$ cat config.mk
export PLATFORM = sky130hd
export DESIGN_NAME = brf_ctrl
export DESIGN_NICKNAME = d
export VERILOG_FILES = /design/src/design/brf_pkg.sv /design/src/design/brf_ctrl.sv
export VERILOG_INCLUDE_DIRS = /design/src /design/src/design
export SDC_FILE = /design/constraint.sdc
export NUM_CORES = 1
export LEC_CHECK = 0
export ABC_AREA = 0
export BUFFER_PORTS_ARGS = -buffer_cell sky130_fd_sc_hd__clkbuf_2
export CAP_MARGIN = 20
export CORE_AREA = 2 2 39 41
export DETAILED_ROUTE_END_ITERATION = 10
export DIE_AREA = 0 0 41 43
export PLACE_DENSITY = 0.3
export SYNTH_ARGS = -nofsm -noshare
export SYNTH_HDL_FRONTEND = slang
export SYNTH_SLANG_ARGS = --single-unit
$ cat constraint.sdc
create_clock -name clk -period 1.7 [get_ports clk]
set_input_delay 0.085 -clock clk [delete_from_list [all_inputs] [get_ports clk]]
set_output_delay 0.085 -clock clk [all_outputs]
set_load 0.02 [all_outputs]
$ cat src/design/byte_ring_fifo_core_macros.svh
// assertion macros shared by the ring fifo rtl
// every macro samples on clk and is disabled while rst_n is low
`ifndef BYTE_RING_FIFO_CORE_MACROS_SVH
`define BYTE_RING_FIFO_CORE_MACROS_SVH

// same-cycle implication
`define BRF_ASSERT_IMP(lbl, ante, cons) \
  lbl: assert property (@(posedge clk) disable iff (!rst_n) (ante) |-> (cons)) \
    else $error("ring fifo check failed");

// next-cycle implication
`define BRF_ASSERT_NXT(lbl, ante, cons) \
  lbl: assert property (@(posedge clk) disable iff (!rst_n) (ante) |=> (cons)) \
    else $error("ring fifo check failed");

`endif

$ cat src/design/brf_pkg.sv
// ----------------------------------------------------------------------------
// brf_pkg
// shared constants, command codes, controller states and the control and
// status bundles between the ring fifo controller and its datapath
// ----------------------------------------------------------------------------
`default_nettype none

package brf_pkg;

  localparam int ADDR_W    = 10;
  localparam int DEPTH     = 1 << ADDR_W;
  localparam int CNT_W     = 10;
  localparam int MAX_BURST = 64;
  localparam int N_W       = 7;
  localparam int IDX_W     = 6;
  localparam int BYTE_W    = 8;
  localparam int CMD_W     = 3;

  typedef enum logic [CMD_W-1:0] {
    OP_PUSH    = 3'd0,
    OP_POP     = 3'd1,
    OP_PEEK    = 3'd2,
    OP_SKIP    = 3'd3,
    OP_RETRACT = 3'd4,
    OP_CLEAR   = 3'd5,
    OP_STATUS  = 3'd6
  } op_t;

  typedef enum logic [1:0] {
    ST_IDLE,
    ST_EXEC,
    ST_EMIT
  } state_t;

  // controller to datapath
  typedef struct packed {
    logic capture;
    logic apply;
    logic start;
    logic emit;
  } ctrl_cmd_t;

  // datapath to controller
  typedef struct packed {
    op_t  op;
    logic burst_empty;
    logic run_last;
    logic out_free;
  } dp_stat_t;

endpackage

`default_nettype wire

$ cat src/design/brf_ctrl.sv
// ----------------------------------------------------------------------------
// brf_ctrl
// sequencer for the ring fifo: takes an item, runs a single-result command
// or walks a pop/peek burst one byte per cycle under output backpressure
// ----------------------------------------------------------------------------
`default_nettype none

`include "byte_ring_fifo_core_macros.svh"

module brf_ctrl (
  input  wire               clk,
  input  wire               rst_n,
  input  wire               in_valid,
  output logic              in_ready,
  input  brf_pkg::dp_stat_t stat,
  output brf_pkg::ctrl_cmd_t cmd
);

  brf_pkg::state_t state_r, state_nxt;
  logic            is_burst;

  assign is_burst = (stat.op == brf_pkg::OP_POP) || (stat.op == brf_pkg::OP_PEEK);

  always_ff @(posedge clk) begin
    if (!rst_n) begin
      state_r <= brf_pkg::ST_IDLE;
    end else begin
      state_r <= state_nxt;
    end
  end

  always_comb begin
    state_nxt = state_r;
    unique case (state_r)
      brf_pkg::ST_IDLE: begin
        if (in_valid) begin
          state_nxt = brf_pkg::ST_EXEC;
        end
      end
      brf_pkg::ST_EXEC: begin
        if (is_burst && !stat.burst_empty) begin
          state_nxt = brf_pkg::ST_EMIT;
        end else if (stat.out_free) begin
          state_nxt = brf_pkg::ST_IDLE;
        end
      end
      brf_pkg::ST_EMIT: begin
        if (stat.out_free && stat.run_last) begin
          state_nxt = brf_pkg::ST_IDLE;
        end
      end
      default: state_nxt = brf_pkg::ST_IDLE;
    endcase
  end

  always_comb begin
    in_ready    = 1'b0;
    cmd         = '0;
    unique case (state_r)
      brf_pkg::ST_IDLE: begin
        in_ready    = 1'b1;
        cmd.capture = in_valid;
      end
      brf_pkg::ST_EXEC: begin
        if (is_burst && !stat.burst_empty) begin
          cmd.start = 1'b1;
        end else begin
          cmd.apply = stat.out_free;
        end
      end
      brf_pkg::ST_EMIT: begin
        cmd.emit = stat.out_free;
      end
      default: begin
        in_ready = 1'b0;
      end
    endcase
  end

  `BRF_ASSERT_IMP(a_one_cmd, 1'b1, $onehot0({cmd.capture, cmd.apply, cmd.start, cmd.emit}))

endmodule

`default_nettype wire

==> reports/metrics.cfg <==
[run_status]
status=complete, no violations

[floorplan]
initial_core_util_pct=10.4
dieArea_mm2=0.00176
chipWidth_um=41
die_h_um=43
io_pins=14
rows=14
core_mm2=0.00138

[final_layout]
stdcell_area_um2=251
drive_gt1_share_pct=48.5
largest_reg_flops=2
areaGrowthSynthToFinish_pct=74.8
nFillCells=155
ff_latch_area_um2=40.0
final_nets=44
antenna_cells=0
multi_input_area_um2=100
largest_register=state_r
top_regs=state_r: 2 flops
fin_util_pct=18.2

[detailed_routing]
drtPass1Iterations=1
antenna_left=0
drc_errors=0
viasPerCell=3.78
drt-initial-drc-count=0
routedWlPerCell_um=8.55
via_count=185
wl_um=419

[setup_path]
endpoint_kind=primary output
r2r-start=state_r[1]
critical_path.max_fanout=7
start_kind=flip-flop
worstPathArrival_ns=1.03
worstPathRequired_ns=1.62
critPathKind=reg -> out
startpoint=state_r[0]

[timing]
final_max_slew_viol_count=0
clock.fmax_ghz=0.894
finalCritPeriodShare_pct=65.8
hold_violations=0
fin_skew_ns=0.000711
setup_violations=0
worst_slew_pin_slew_ns=0.223
fin_crit_ns=1.12
fin_setup_tns_ns=0
slew_headroom_pct=84.9
grt_setup_unrepaired=no

[synthesis]
seq_area_frac_synth_pct=27.8
netlist_instances=17
netlist_area_um2=144
synth-seq-cells=2
yosysUniqueCellTypes=14
syn_area_per_cell_um2=8.46
syn-num-nets=26
yosysWarnings=0

[global_routing]
grt_max_degree=8
antenna_found_initial=0
grt_usage_pct=6.41
gr-total-overflow=0
grt_pass1_wl_um=710
grt_pass1_vias=202

[clock_network]
cts_root_buf=clkbuf_4
worstSkewPairLatency_ns=0.23
cts_tree=yes
cts_htree_levels=1
clkTransAtPathRegs_ns=0.03
cts_resized=0
post-cts-setup-buffers=0
cts.sinks=2
clockBufferDepth=2
numCtsBuffers=3
cts_hold_buf=0

[flow_run]
drv_cap=0

[pwr]
ir_worst_vdd_mv=0.170
power_density_mw_per_mm2=810
power_leakage_nw=0.144

[min_path]
min_path_type=in -> reg
hold_path_startpoint=rst_n

[placed_design]
io_buffers=13
place_hpwl_um=351
routabilityCongestion=0.674
placed_area_um2=229

area by class of cell:
class / count / area share [%]
multi-input combinational: 14 / 39.8
timing repair buffer: 13 / 25.9
sequential: 2 / 15.9
clock buffer: 3 / 8.96
tap: 16 / 7.96
inverter: 1 / 1.49
cells by family after synthesis:
kind of cell / Yosys count / share of synthesized area, %
and+or+nand+nor: 10 / 49.6
AOI/OAI and AO/OA: 3 / 13.9
DFF: 2 / 27.8
buffers and inverters: 1 / 2.61
xor gates and xnor gates: 1 / 6.09
Yosys cell counts (all sizes together):
cell	n	area, um2
dfxtp	2	40.0
nor2	2	7.51
and3b	1	8.76
a21o	1	7.51
a21oi	1	5.00
a21boi	1	7.51
inv	1	3.75
and4bb	1	12.5
nand4b	1	8.76
nor4bb	1	10.0
and4b	1	10.0
nand2	2	7.51
xor2	1	8.76
and2	1	6.26
power by group:
part / internal (mW) / total (mW) / switching, mW / leakage, nW
Combinational: 0.0197 / 0.0408 / 0.0211 / 0.114
Clock: 0.0782 / 0.109 / 0.0305 / 0.0138
Sequential: 0.0500 / 0.0542 / 0.00425 / 0.0164
final timing paths:
check | to | slack [ns] | cells past startpoint
worst min register to register | state_r[1] | 0.52 | 2
worst min-delay path | state_r[1] | 0.12 | 2
worst max-delay path | cmd[1] | 0.58 | 3
worst max register to register | state_r[0] | 0.81 | 2
placed cells by master, fill, tap and decap left out, drive strengths merged:
cell,netlist,layout
inv,1,1
and4b,1,1
dfxtp,2,2
and4bb,1,1
xor2,1,1
a21oi,1,1
and3b,1,1
and2,1,1
a21o,1,1
clkbuf,0,16
a21boi,1,1
nand2,2,2
nor4bb,1,1
nor2,2,2
nand4b,1,1
worst max-delay path, cell delays in order, from the launching register on:
cell and delay, ns:
dfxtp_1 0.42, nand4b_1 0.15, inv_1 0.07, clkbuf_2 0.16
stage by stage:
stage	setup slack, ns	hold WS [ns]	instances	power [mW]
final	0.581	0.119	49	0.204
after global routing	0.503	0.119	49	0.219
after CTS	0.562	0.112	49	0.212
after detailed placement	0.799	0.356	46	0.0960
after global placement	0.805	0.363	46	0.0956
after floorplan	0.666	0.238	17	0.0765
routing by layer:
metal	wire length, um	vias to the layer above	part of all wire [%]	track usage, %
met5	0	-	0	0
met4	13	0	3.1	8.00
met3	5	2	1.2	1.57
met2	264	3	63	10.6
met1	135	85	32	4.78
li1	-	95	-	-
Note: power is estimated with default switching activity, not from simulation.
